===== src/rtl/core/sfd_pkg.sv =====
package sfd_pkg;

	// Frame layout
	localparam int FRAME_LEN  = 25;
	localparam int WIN_LEN    = FRAME_LEN - 1;
	localparam int DATA_BYTES = 22;
	localparam int FRAME_W    = DATA_BYTES * 8;
	localparam int NUM_CH     = 16;
	localparam int CH_BITS    = 11;
	localparam int CH_W       = 4;
	localparam int CNT_W      = 5;

	localparam logic [7:0]      FRAME_HEAD = 8'h0F;
	localparam logic [7:0]      FRAME_TAIL = 8'h00;
	localparam logic [CH_W-1:0] CH_LAST    = CH_W'(NUM_CH - 1);

	// Frame queue between front and back
	localparam int QDEPTH = 2;
	localparam int QPTR_W = $clog2(QDEPTH);
	localparam int QCNT_W = $clog2(QDEPTH + 1);

	typedef logic [7:0]         byte_t;
	typedef logic [FRAME_W-1:0] frame_t;

	typedef struct packed {
		logic full;
		logic empty;
	} q_status_t;

endpackage


===== src/rtl/core/sfd_front.sv =====
module sfd_front import sfd_pkg::*; (
	input  logic      clk,
	input  logic      arst_n,
	input  byte_t     rx_byte,
	input  logic      in_valid,
	output logic      in_stall,
	input  q_status_t q_status,
	output logic      push,
	output frame_t    push_frame
);

	byte_t            win_q [WIN_LEN];
	logic [CNT_W-1:0] fill_q;
	logic             accept;
	logic             win_full;
	logic             match;

	// Hold off the byte stream while the frame queue has no room
	assign in_stall = q_status.full;
	assign accept   = in_valid && !in_stall;

	// Frame check: 24 held bytes plus the incoming tail byte
	assign win_full = (fill_q == CNT_W'(WIN_LEN));
	assign match    = win_full && (win_q[0] == FRAME_HEAD) && (rx_byte == FRAME_TAIL);
	assign push     = accept && match;

	// Data bytes 1 to 22, byte 1 in the low bits
	always_comb begin
		for (int i = 0; i < DATA_BYTES; i++) begin
			push_frame[8*i +: 8] = win_q[i+1];
		end
	end

	// Window shift line, oldest byte at index 0
	always_ff @(posedge clk) begin
		if (accept) begin
			for (int i = 0; i < WIN_LEN - 1; i++) begin
				win_q[i] <= win_q[i+1];
			end
			win_q[WIN_LEN-1] <= rx_byte;
		end
	end

	// Fill count saturates at 24; a good frame empties the window
	always_ff @(posedge clk or negedge arst_n) begin
		if (!arst_n) begin
			fill_q <= '0;
		end else if (accept) begin
			if (match) begin
				fill_q <= '0;
			end else if (!win_full) begin
				fill_q <= fill_q + 1'b1;
			end
		end
	end

endmodule


===== src/rtl/core/sfd_queue.sv =====
module sfd_queue import sfd_pkg::*; (
	input  logic      clk,
	input  logic      arst_n,
	input  logic      push,
	input  frame_t    push_frame,
	input  logic      pop,
	output frame_t    pop_frame,
	output q_status_t q_status
);

	frame_t            mem_q [QDEPTH];
	logic [QPTR_W-1:0] wr_ptr_q;
	logic [QPTR_W-1:0] rd_ptr_q;
	logic [QCNT_W-1:0] count_q;

	assign q_status.full  = (count_q == QCNT_W'(QDEPTH));
	assign q_status.empty = (count_q == '0);
	assign pop_frame      = mem_q[rd_ptr_q];

	// Frame storage
	always_ff @(posedge clk) begin
		if (push) begin
			mem_q[wr_ptr_q] <= push_frame;
		end
	end

	// Pointers and occupancy
	always_ff @(posedge clk or negedge arst_n) begin
		if (!arst_n) begin
			wr_ptr_q <= '0;
			rd_ptr_q <= '0;
			count_q  <= '0;
		end else begin
			if (push) begin
				wr_ptr_q <= (wr_ptr_q == QPTR_W'(QDEPTH - 1)) ? '0 : wr_ptr_q + 1'b1;
			end
			if (pop) begin
				rd_ptr_q <= (rd_ptr_q == QPTR_W'(QDEPTH - 1)) ? '0 : rd_ptr_q + 1'b1;
			end
			unique case ({push, pop})
				2'b10:   count_q <= count_q + 1'b1;
				2'b01:   count_q <= count_q - 1'b1;
				default: count_q <= count_q;
			endcase
		end
	end

`ifndef SYNTHESIS
	a_no_overflow: assert property (@(posedge clk) disable iff (!arst_n)
		push |-> !q_status.full)
		else $error("frame queue written while full");
	a_no_underflow: assert property (@(posedge clk) disable iff (!arst_n)
		pop |-> !q_status.empty)
		else $error("frame queue read while empty");
	a_count_range: assert property (@(posedge clk) disable iff (!arst_n)
		count_q <= QCNT_W'(QDEPTH))
		else $error("frame queue count out of range");
`endif

endmodule


===== src/rtl/core/sfd_back.sv =====
module sfd_back import sfd_pkg::*; (
	input  logic              clk,
	input  logic              arst_n,
	input  q_status_t         q_status,
	input  frame_t            pop_frame,
	output logic              pop,
	output logic [CH_W-1:0]   channel_index,
	output logic [CH_BITS-1:0] channel_value,
	output logic              last_channel,
	output logic              out_valid,
	input  logic              out_stall
);

	frame_t            bits_q;
	logic [CH_W-1:0]   idx_q;
	logic              busy_q;
	logic              advance;
	logic              last_ch;

	// Take the next frame once the current one is fully unpacked
	assign pop     = !busy_q && !q_status.empty;
	assign advance = !out_valid || !out_stall;
	assign last_ch = (idx_q == CH_LAST);

	// Control: frame busy flag, channel counter, output valid
	always_ff @(posedge clk or negedge arst_n) begin
		if (!arst_n) begin
			busy_q    <= 1'b0;
			idx_q     <= '0;
			out_valid <= 1'b0;
		end else begin
			if (pop) begin
				busy_q <= 1'b1;
				idx_q  <= '0;
				// previous frame's last channel may leave on this edge
				if (advance) begin
					out_valid <= 1'b0;
				end
			end else if (advance) begin
				out_valid <= busy_q;
				if (busy_q) begin
					idx_q <= idx_q + 1'b1;
					if (last_ch) begin
						busy_q <= 1'b0;
					end
				end
			end
		end
	end

	// Unpack: low 11 bits go out, frame shifts down one channel
	always_ff @(posedge clk) begin
		if (pop) begin
			bits_q <= pop_frame;
		end else if (advance && busy_q) begin
			bits_q        <= bits_q >> CH_BITS;
			channel_value <= bits_q[CH_BITS-1:0];
			channel_index <= idx_q;
			last_channel  <= last_ch;
		end
	end

`ifndef SYNTHESIS
	a_last_index: assert property (@(posedge clk) disable iff (!arst_n)
		out_valid && last_channel |-> channel_index == CH_LAST)
		else $error("last flag on wrong channel");
	a_frame_continues: assert property (@(posedge clk) disable iff (!arst_n)
		out_valid && !out_stall && !last_channel |=> out_valid)
		else $error("gap inside a frame's channel burst");
	a_pop_idle: assert property (@(posedge clk) disable iff (!arst_n)
		pop |-> !busy_q && !out_valid || !busy_q)
		else $error("frame popped while unpacking");
`endif

endmodule


===== src/rtl/core/sbus_frame_decoder.sv =====
// SBUS frame decoder, 16 channels. Accepts one received byte per cycle
// while in_stall is low and looks for a 25-byte frame that starts with 0x0F
// and ends with 0x00; while the stream is out of step it slides one byte at
// a time until it locks. Every good frame yields 16 transfers, channels 0
// to 15 in order, each an 11-bit value unpacked LSB-first from bytes 1 to
// 22, with last_channel set on channel 15. The flags byte is ignored.
// Output transfers leave one per cycle while out_stall is low, counted out
// by the unpacking counter after each frame is loaded from the queue. A
// two-frame queue separates byte intake from channel output: in_stall
// rises only when both queued frames are still waiting behind a stalled
// output.
module sbus_frame_decoder import sfd_pkg::*; (
	input  logic               clk,
	input  logic               arst_n,
	input  byte_t              rx_byte,
	input  logic               in_valid,
	output logic               in_stall,
	output logic [CH_W-1:0]    channel_index,
	output logic [CH_BITS-1:0] channel_value,
	output logic               last_channel,
	output logic               out_valid,
	input  logic               out_stall
);

	q_status_t q_status;
	logic      push;
	logic      pop;
	frame_t    push_frame;
	frame_t    pop_frame;

	// Byte intake and frame check
	sfd_front u_front (
		.clk        (clk),
		.arst_n     (arst_n),
		.rx_byte    (rx_byte),
		.in_valid   (in_valid),
		.in_stall   (in_stall),
		.q_status   (q_status),
		.push       (push),
		.push_frame (push_frame)
	);

	// Frame queue
	sfd_queue u_queue (
		.clk        (clk),
		.arst_n     (arst_n),
		.push       (push),
		.push_frame (push_frame),
		.pop        (pop),
		.pop_frame  (pop_frame),
		.q_status   (q_status)
	);

	// Channel unpacking and output register
	sfd_back u_back (
		.clk           (clk),
		.arst_n        (arst_n),
		.q_status      (q_status),
		.pop_frame     (pop_frame),
		.pop           (pop),
		.channel_index (channel_index),
		.channel_value (channel_value),
		.last_channel  (last_channel),
		.out_valid     (out_valid),
		.out_stall     (out_stall)
	);

endmodule

===== config.mk =====
export PLATFORM = sky130hd
export DESIGN_NAME = sbus_frame_decoder
export DESIGN_NICKNAME = d
export VERILOG_FILES = /design/src/rtl/core/sfd_pkg.sv /design/src/rtl/core/sfd_front.sv /design/src/rtl/core/sfd_queue.sv /design/src/rtl/core/sfd_back.sv /design/src/rtl/core/sbus_frame_decoder.sv
export SDC_FILE = /design/constraint.sdc
export NUM_CORES = 1
export LEC_CHECK = 0
export BUFFER_PORTS_ARGS = -buffer_cell sky130_fd_sc_hd__buf_2
export CELL_PAD_IN_SITES_DETAIL_PLACEMENT = 0
export CELL_PAD_IN_SITES_GLOBAL_PLACEMENT = 1
export CORE_AREA = 3 3 302 304
export CTS_BUF_LIST = sky130_fd_sc_hd__clkbuf_8 sky130_fd_sc_hd__clkbuf_16
export CTS_CLUSTER_SIZE = 14
export DETAILED_ROUTE_END_ITERATION = 6
export DIE_AREA = 0 0 305 307
export GPL_TIMING_DRIVEN = 0
export HOLD_SLACK_MARGIN = 0.05
export PLACE_DENSITY_LB_ADDON = 0.08
export SLEW_MARGIN = 20
export SYNTH_ARGS = -nofsm -noshare
export SYNTH_HDL_FRONTEND = slang
export SYNTH_SLANG_ARGS = --single-unit

===== constraint.sdc =====
create_clock -name clk -period 20.4 [get_ports clk]
set_clock_uncertainty 0.15 [all_clocks]
set_input_delay 1.02 -clock clk [delete_from_list [all_inputs] [get_ports clk]]
set_output_delay 1.02 -clock clk [all_outputs]
set_load 0.02 [all_outputs]

==> metrics.yaml, run 1 <==
placed_cell_area_um2: 28800
die_width_um: 305
drc_errors: 0
synth_top_family_by_area: "multiplexers"
tns_ns: 0
fin_crit_sh: 0.164
required_ns: 20.49
utilization: 0.354
overflow: 0
cts_made_buffers: 83
area_growth_pct: 18.3
io_buffers: 29
track_usage: 0.119
async_reset_ff_frac: 0.0200
yosysWarnings: 0
powerDensity_nw_per_um2: 115
wl_per_cell_um: 19.9
p_leak_nw: 10.4
synth_fa_ha_area_frac: 0.00189
tightestPinTransition_ns: 0.947
ir_drop_v: 0.0000586
r2r_slack_ns: 17.06
ioPinCount: 30
cts_root_buffer: "clkbuf_16"
maxSlewHeadroom: 0.368
max-cap-violations: 0
nets: 1550
synth_ff_type: "edfxtp_1"
synth-compound-area-share: 0.0353
grt_pass1_wl_um: 84500
placementRows: 109
synth.area.mux_share: 0.0673
first_pass_iters: 7
r2r_start: "u_front.win_q[0][1]"
cts_sinks: 751
synth_edf_count: 736
synthSimpleGateAreaFrac: 0.0317
cts_tree: "built"
cts_hold_buf: 0
grt_setup_unrepaired: "false"
instances_no_fill: 2768
crit_fanout: 83
setup_violations: 0
grt_pass1_vias: 13100
layout_common_cells: "edfxtp_1 (736), mux2i_1 (177), nand2_1 (171), o21ai_0 (168), clkbuf_16 (84)"
design.core.area_um2: 88500
end_kind: "flop"
drv_slew: 0
yosysTopAreaCellShare: 0.835
hold_path.class: "input port to async pin"
die_y_um: 307
drtIter0Drc: 691
hold_viol_final: 0
ys_seq_area_frac: 0.849
critPathLaunch: "out_stall"
dieArea_um2: 93600
antenna_found_initial: 2
dp_cells: 2614
clockBufferDepth: 3
period_needed_ns: 3.34
grt_max_degree: 84
synth-seq-cells: 751
status: "finished, final reports clean"
final_layout_size_suffix_gt1_frac: 0.135
post_drt_via_cell_ratio: 4.36
place_hpwl_um: 34000
diodes: 0
ctsHtreeMaxLevel: 3
critPathLaunchType: "input port"
synth_area_leaders: "edfxtp_1 (83%), mux2i_1 (6.7%), o21ai_0 (3.2%), nand2_1 (2.4%), dfrtp_1 (1.4%)"
syn_nets: 1408
path_class: "input port to flop"
clk_latency_ns: 0.63
syn_inst: 1392
syn_area_um2: 26500
globalplace.congestion: 0.669
start_util: 0.299
design_area_um2: 31300
cts_resized: 0
post_cts_buffers: 0
finalWirelength_um: 55100
synth.distinct_cells: 35
cp.arrival_ns: 3.44
clk_pin_slew_ns: 0.06
synth_top_area_cell: "edfxtp_1"
vias: 12100
whs_ns: 0.158
avgSynthCellArea_um2: 19.0
synth_xor_area_frac: 0.00198
final_common_cell: "edfxtp_1"
fmax_mhz: 299
postRouteAntennaNets: 0
## flip-flops by register name, summed over array words and instances, names as in the netlist
register              count
u_back.bits_q           176
u_front.win_q           192
u_back.idx_q              4
u_front.fill_q            5
u_back.busy_q             1
u_queue.count_q           2
u_back.channel_index      4
u_back.out_valid          1
u_queue.mem_q           352
u_back.last_channel       1
u_queue.rd_ptr_q          1
u_back.channel_value     11
u_queue.wr_ptr_q          1
## per-stage QoR
| step | total power, W | setup slack, ns |
|---|---|---|
| floorplan | 0.00214 | 10.28 |
| global placement | 0.00228 | 2.35 |
| detailed placement | 0.00225 | 16.34 |
| CTS | 0.00366 | 16.96 |
| global route | 0.00375 | 16.83 |
| finish | 0.00359 | 17.06 |
## Yosys cell counts, types with 2 or more instances
library cell / count
nor4b_1: 2
inv_1: 7
buf_4: 18
nand2_1: 171
dfrtp_1: 15
edfxtp_1: 736
xnor2_1: 4
nor2_1: 18
ha_1: 4
xor2_1: 2
buf_2: 19
clkbuf_1: 20
a21oi_1: 3
or2_2: 2
nand4_1: 2
mux2i_1: 177
a31o_1: 3
nand3_1: 4
o21ai_0: 168
and3_1: 2
## routing by layer
metal / vias up / global-route usage / share of wire
li1: 5646 / - / -
met1: 6190 / 0.161 / 0.47
met2: 153 / 0.195 / 0.48
met3: 90 / 0.0198 / 0.028
met4: 0 / 0.0392 / 0.026
met5: - / 0 / 0
## worst max-delay path: stages
cell     delay [ns]
buf_2          0.11
a21bo_2        0.20
inv_1          0.61
nor2_1         0.31
inv_8          0.23
buf_16         0.36
buf_16         0.41
## path summary, 6_finish.rpt
path                                                 to  cells after the start
min in group clk                u_back.channel_value[9]                      0
worst min register to register  u_back.channel_value[9]                      0
worst max-delay path                 u_back.bits_q[115]                      7
max in group asynchronous               u_back.idx_q[2]                      1
worst min-delay path                  u_front.fill_q[0]                      1
worst max register to register     u_queue.mem_q[1][77]                      9
## cell type report
class	count	area (um2)
clock buffers	84	2100
repair buffers	57	826
flip-flops and latches	751	22500
multi-input cells	576	3680
well taps	1165	1460
inverters	7	33.8
clock inverters	70	435
fillers	8250	57200
plain buffers	58	317
## logic make-up after synthesis
logic type	after synthesis
adders and majority gates	4
buffers and inverters	65
xor gates and xnor gates	6
muxes	178
and+or+nand+nor	208
AOI/OAI and AO/OA	180
DFF	751
## power by group
group / internal [W] / leakage (nW) / switching, W
Combinational: 0.0000639 / 1.96 / 0.000162
Clock: 0.000778 / 1.34 / 0.000604
Sequential: 0.00191 / 7.10 / 0.0000659
Power figures use the tool's default switching activity.
==> run 2, diff against run 1 <==
clock period = 3.2 ns   (was 20.4 ns; I/O delays follow)
==> run 2 against run 1 <==
  * Count of clock-buffer cells in the layout is 2 higher
  * Non-clock buffer count is 18 higher
  * Worst hold slack worse by 0.032 ns
  * First-iteration DRC count is 3.5% lower
  * Combinational power grew to 6.9 times the previous value
  * Cell count is 0.51% higher
  * Largest cell class unchanged
  * Largest power group unchanged
==> metrics.yaml, run 2 (synthesis gave the netlist of run 1 again) <==
status: "finished, final reports clean"
track_usage: 0.120
cp.arrival_ns: 3.11
hold_path.class: "input port to flop"
ctsHtreeMaxLevel: 3
path_class: "flop to flop"
design.core.area_um2: 88500
design_area_um2: 31500
clk_pin_slew_ns: 0.06
drv_slew: 0
post_drt_via_cell_ratio: 4.39
placed_cell_area_um2: 28800
cts_root_buffer: "clkbuf_16"
utilization: 0.356
p_sw_frac: 0.226
critPathSlowestCell: "edfxtp_1"
comb_power_share: 0.066
die_y_um: 307
overflow: 0
setup_violations: 0
nets: 1569
first_pass_iters: 4
final_common_cell: "edfxtp_1"
final_layout_size_suffix_gt1_frac: 0.139
crit_top_cell: "buf_12"
top_regs: "u_queue.mem_q (352), u_front.win_q (192), u_back.bits_q (176)"
io_buffers: 29
diodes: 0
critPathBufInv: 4
cpLargestDelayFamily: "simple AND/OR/NAND/NOR gates"
drtIter0Drc: 667
powerDensity_nw_per_um2: 739
fin_crit_sh: 0.922
fmax_mhz: 339
crit_fanout: 20
drc_errors: 0
ioPinCount: 30
slowest_delay_ns: 0.56
power_frac_seq: 0.541
tightestPinTransition_ns: 1.00
max-cap-violations: 0
critPathLaunchType: "flop"
globalplace.congestion: 0.670
finalPower_w: 0.0233
die_width_um: 305
path_cells: "nor4b_1, nand2_1, or3_1, buf_6, nor2_4, buf_12, buf_12, buf_12"
area_growth_pct: 19.0
pre_cts_ws_ns: -0.241
clk_latency_ns: 0.62
clockPowerShare: 0.392
power.switching_w: 0.00527
place_hpwl_um: 34300
start_util: 0.299
r2r_slack_ns: 0.25
cts_sinks: 751
end_kind: "flop"
vias: 12200
wl_per_cell_um: 19.9
largest_reg_flops: 352
cts_tree: "built"
ir_drop_v: 0.000412
p_leak_nw: 10.5
grt_setup_unrepaired: "false"
period_needed_ns: 2.95
layout_common_cells: "edfxtp_1 (736), mux2i_1 (177), nand2_1 (171), o21ai_0 (168), clkbuf_16 (86)"
dieArea_um2: 93600
grt_pass1_wl_um: 85100
required_ns: 3.36
grt_max_degree: 40
internal_power_w: 0.0180
maxSlewHeadroom: 0.331
postRouteAntennaNets: 0
cts_made_buffers: 84
clockBufferDepth: 3
hold_viol_final: 0
antenna_found_initial: 2
finalWirelength_um: 55300
placementRows: 109
setup_slack_ns: 0.249
regMostFlops: "u_queue.mem_q"
grt_pass1_vias: 13200
-- run 2: changes by cell type in the layout (fill, tap and decap cells not counted), moves of 2 or more --
| cell | change |
|---|---|
| clkbuf_16 | +2 |
| dlygate4sd3_1 | +12 |
| bufinv_16 | +4 |
| inv_1 | -6 |
| buf_4 | +4 |
| buf_12 | +12 |
| buf_16 | -10 |
-- run 2: metrics by stage --
stage | TNS, ns | std cells | hold slack [ns]
after floorplan | -737.25 | 1392 | -0.286
after global placement | -2681.63 | 2586 | -0.0444
after detailed placement | -12.02 | 2616 | -0.0434
after CTS | 0 | 2782 | 0.0762
after global routing | 0 | 2782 | 0.0960
final | 0 | 2782 | 0.126
-- run 2: routing by layer --
metal,up-vias,part of all wire,GRT usage
met3,98,0.026,0.0217
li1,5688,-,-
met4,0,0.025,0.0372
met5,-,0,0
met1,6295,0.47,0.164
met2,135,0.48,0.195
-- run 2: power groups by stage --
stage	sequential (W)	combinational, W	clock (W)
detailed placement	0.0128	0.00161	0
global route	0.0127	0.00177	0.00990
CTS	0.0126	0.00162	0.00948
global placement	0.0130	0.00143	0
finish	0.0126	0.00155	0.00914
floorplan	0.0128	0.000776	0
-- run 2: timing repair --
item                       in CTS  in global routing
hold endpoints to repair       61                  0
resized for setup               0                  1
setup buffers                   4                  0
setup endpoints to repair     232                 51
hold buffers                   12                  0
pin swaps                       2                  0
-- run 2: area by class of cell --
type | instances | area [um2]
fillers | 8225 | 57000
flip-flops and latches | 751 | 22500
multi-input cells | 576 | 3690
clock buffers | 86 | 2150
well taps | 1165 | 1460
repair buffers | 75 | 941
clock inverters | 64 | 460
plain buffers | 58 | 317
inverters | 7 | 30.0
-- run 2: worst paths after layout --
path / start / endpoint / cells past startpoint
worst max-delay path: u_front.win_q[0][1] / u_queue.mem_q[0][71] / 8
worst min register to register: u_back.bits_q[10] / u_back.channel_value[10] / 0
worst max register to register: u_front.win_q[0][1] / u_queue.mem_q[0][71] / 8
worst min-delay path: rx_byte[4] / u_front.win_q[2][60] / 2
min in group asynchronous: arst_n / u_front.fill_q[3] / 3
max in group asynchronous: arst_n / u_back.idx_q[0] / 3
==> run 3, diff against run 2 <==
CTS_CLUSTER_DIAMETER = 120   (was default)
PLACE_DENSITY = 0.53   (was default)
PLACE_DENSITY_LB_ADDON = default   (was 0.08)
==> run 3 against run 2 <==
  * Highest routed layer unchanged
  * Non-clock buffer count decreased by 2
  * Critical path depth unchanged
  * Global-route usage decreased by 1.4 points
  * Largest cell class unchanged
  * Critical path type unchanged
  * Cell count decreased by 2.3%
==> metrics.yaml, run 3 (synthesis gave the netlist of run 1 again) <==
status: "finished, final reports clean"
dieArea_um2: 93600
io_buffers: 29
p_leak_nw: 10.0
setup_violations: 0
die_width_um: 305
required_ns: 3.36
place_hpwl_um: 31800
drv_slew: 0
globalplace.congestion: 0.672
grt_max_degree: 47
hold_start: "rx_byte[4]"
wl_per_cell_um: 18.4
critPathLaunchType: "flop"
cts_root_buffer: "clkbuf_16"
first_pass_iters: 5
largest_reg_flops: 352
period_needed_ns: 2.96
critPathLaunch: "u_front.win_q[0][7]"
clk_latency_ns: 0.61
setup_slack_ns: 0.238
maxSlewHeadroom: 0.360
nets: 1542
hold_depth: 2
grt_setup_unrepaired: "false"
clockBufferDepth: 3
placementRows: 109
whs_endpoint: "u_front.win_q[2][60]"
drtIter0Drc: 935
tightestPinTransition_ns: 0.960
grt_pass1_vias: 12800
powerDensity_nw_per_um2: 676
final_layout_size_suffix_gt1_frac: 0.111
vias: 11900
end_kind: "flop"
fin_crit_sh: 0.925
post_drt_via_cell_ratio: 4.39
hold_viol_final: 0
pre_cts_ws_ns: 0.0641
dp_cells: 2617
cp.arrival_ns: 3.13
antenna_found_initial: 2
diodes: 0
postRouteAntennaNets: 0
design.core.area_um2: 88500
die_y_um: 307
cts_tree: "built"
ir_drop_v: 0.000386
layout_common_cells: "edfxtp_1 (736), mux2i_1 (177), nand2_1 (171), o21ai_0 (168), clkbuf_16 (60)"
overflow: 0
hold_path.class: "input port to flop"
r2r-end: "u_queue.mem_q[0][72]"
cts_made_buffers: 59
clk_pin_slew_ns: 0.07
drc_errors: 0
finalWirelength_um: 50000
r2r_start: "u_front.win_q[0][7]"
crit_fanout: 20
track_usage: 0.106
r2r_slack_ns: 0.24
regMostFlops: "u_queue.mem_q"
ioPinCount: 30
fmax_mhz: 338
max-cap-violations: 0
grt_pass1_wl_um: 77800
top_regs: "u_queue.mem_q (352), u_front.win_q (192), u_back.bits_q (176)"
start_util: 0.299
ctsHtreeMaxLevel: 2
instances_no_fill: 2719
final_common_cell: "edfxtp_1"
cts_resized: 0
area_growth_pct: 15.5
r2r_cells: 8
fillCellCount: 8227
path_class: "flop to flop"
cts_sinks: 751
## run 3: cell types whose count changed in the layout (fill, tap and decap cells not counted), moves of 3 or more
cell,before,now
buf_12,24,19
bufinv_16,6,0
clkbuf_16,86,60
clkinv_2,16,0
clkinv_1,17,0
buf_4,22,19
inv_1,26,32
buf_16,6,12
## run 3: timing repair
| action | CTS | global route |
|---|---|---|
| hold endpoints to repair | 44 | 0 |
| buffers inserted | 0 | 1 |
| hold buffers | 12 | 0 |
| endpoints found under the setup margin | 0 | 32 |
## run 3: through the flow
stage | cell area, um2 | total power, W | util | TNS (ns) | hold slack (ns)
CTS | 30600 | 0.0210 | 0.345 | 0 | 0.0717
floorplan | 26500 | 0.0136 | - | -737.25 | -0.286
finish | 30600 | 0.0207 | 0.345 | 0 | 0.114
global placement | 28100 | 0.0143 | 0.318 | -2389.96 | -0.0634
detailed placement | 28800 | 0.0144 | 0.326 | 0 | -0.0522
global route | 30600 | 0.0216 | 0.345 | 0 | 0.0824
## run 3: worst max path at each step
stage / to / cells past startpoint
after floorplan: u_queue.mem_q[0][0] / 7
after global placement: u_back.bits_q[93] / 5
after detailed placement: u_queue.mem_q[1][77] / 8
after CTS: u_queue.mem_q[1][101] / 8
after global routing: u_back.bits_q[80] / 8
final: u_queue.mem_q[0][72] / 8
## run 3: worst max-delay path, stage by stage (launching register included)
cell      delay [ns]
edfxtp_1        0.43
nor4_2          0.28
nand4_1         0.24
or3_1           0.44
buf_6           0.15
nor2_4          0.36
buf_16          0.23
buf_12          0.19
buf_16          0.17
## run 3: routing by layer
layer,wire [um],GRT usage,part of all wire
met1,23600,0.146,0.47
met2,24000,0.178,0.48
met3,1540,0.0165,0.031
met4,902,0.0256,0.018
met5,0,0,0
## run 3: power breakdown
part / total (W) / switching, W / internal, W
clock: 0.00655 / 0.00321 / 0.00334
combinational: 0.00153 / 0.00103 / 0.000498
sequential: 0.0126 / 0.000404 / 0.0122
## run 3: area by class of cell
cell class	count	area (um2)	share of cell area
repair buffers	73	983	0.0322
clock buffers	60	1500	0.0491
plain buffers	58	317	0.0104
clock inverters	29	130	0.00426
multi-input cells	576	3680	0.120
well taps	1165	1460	0.0477
flip-flops and latches	751	22500	0.735
inverters	7	30.0	0.000982
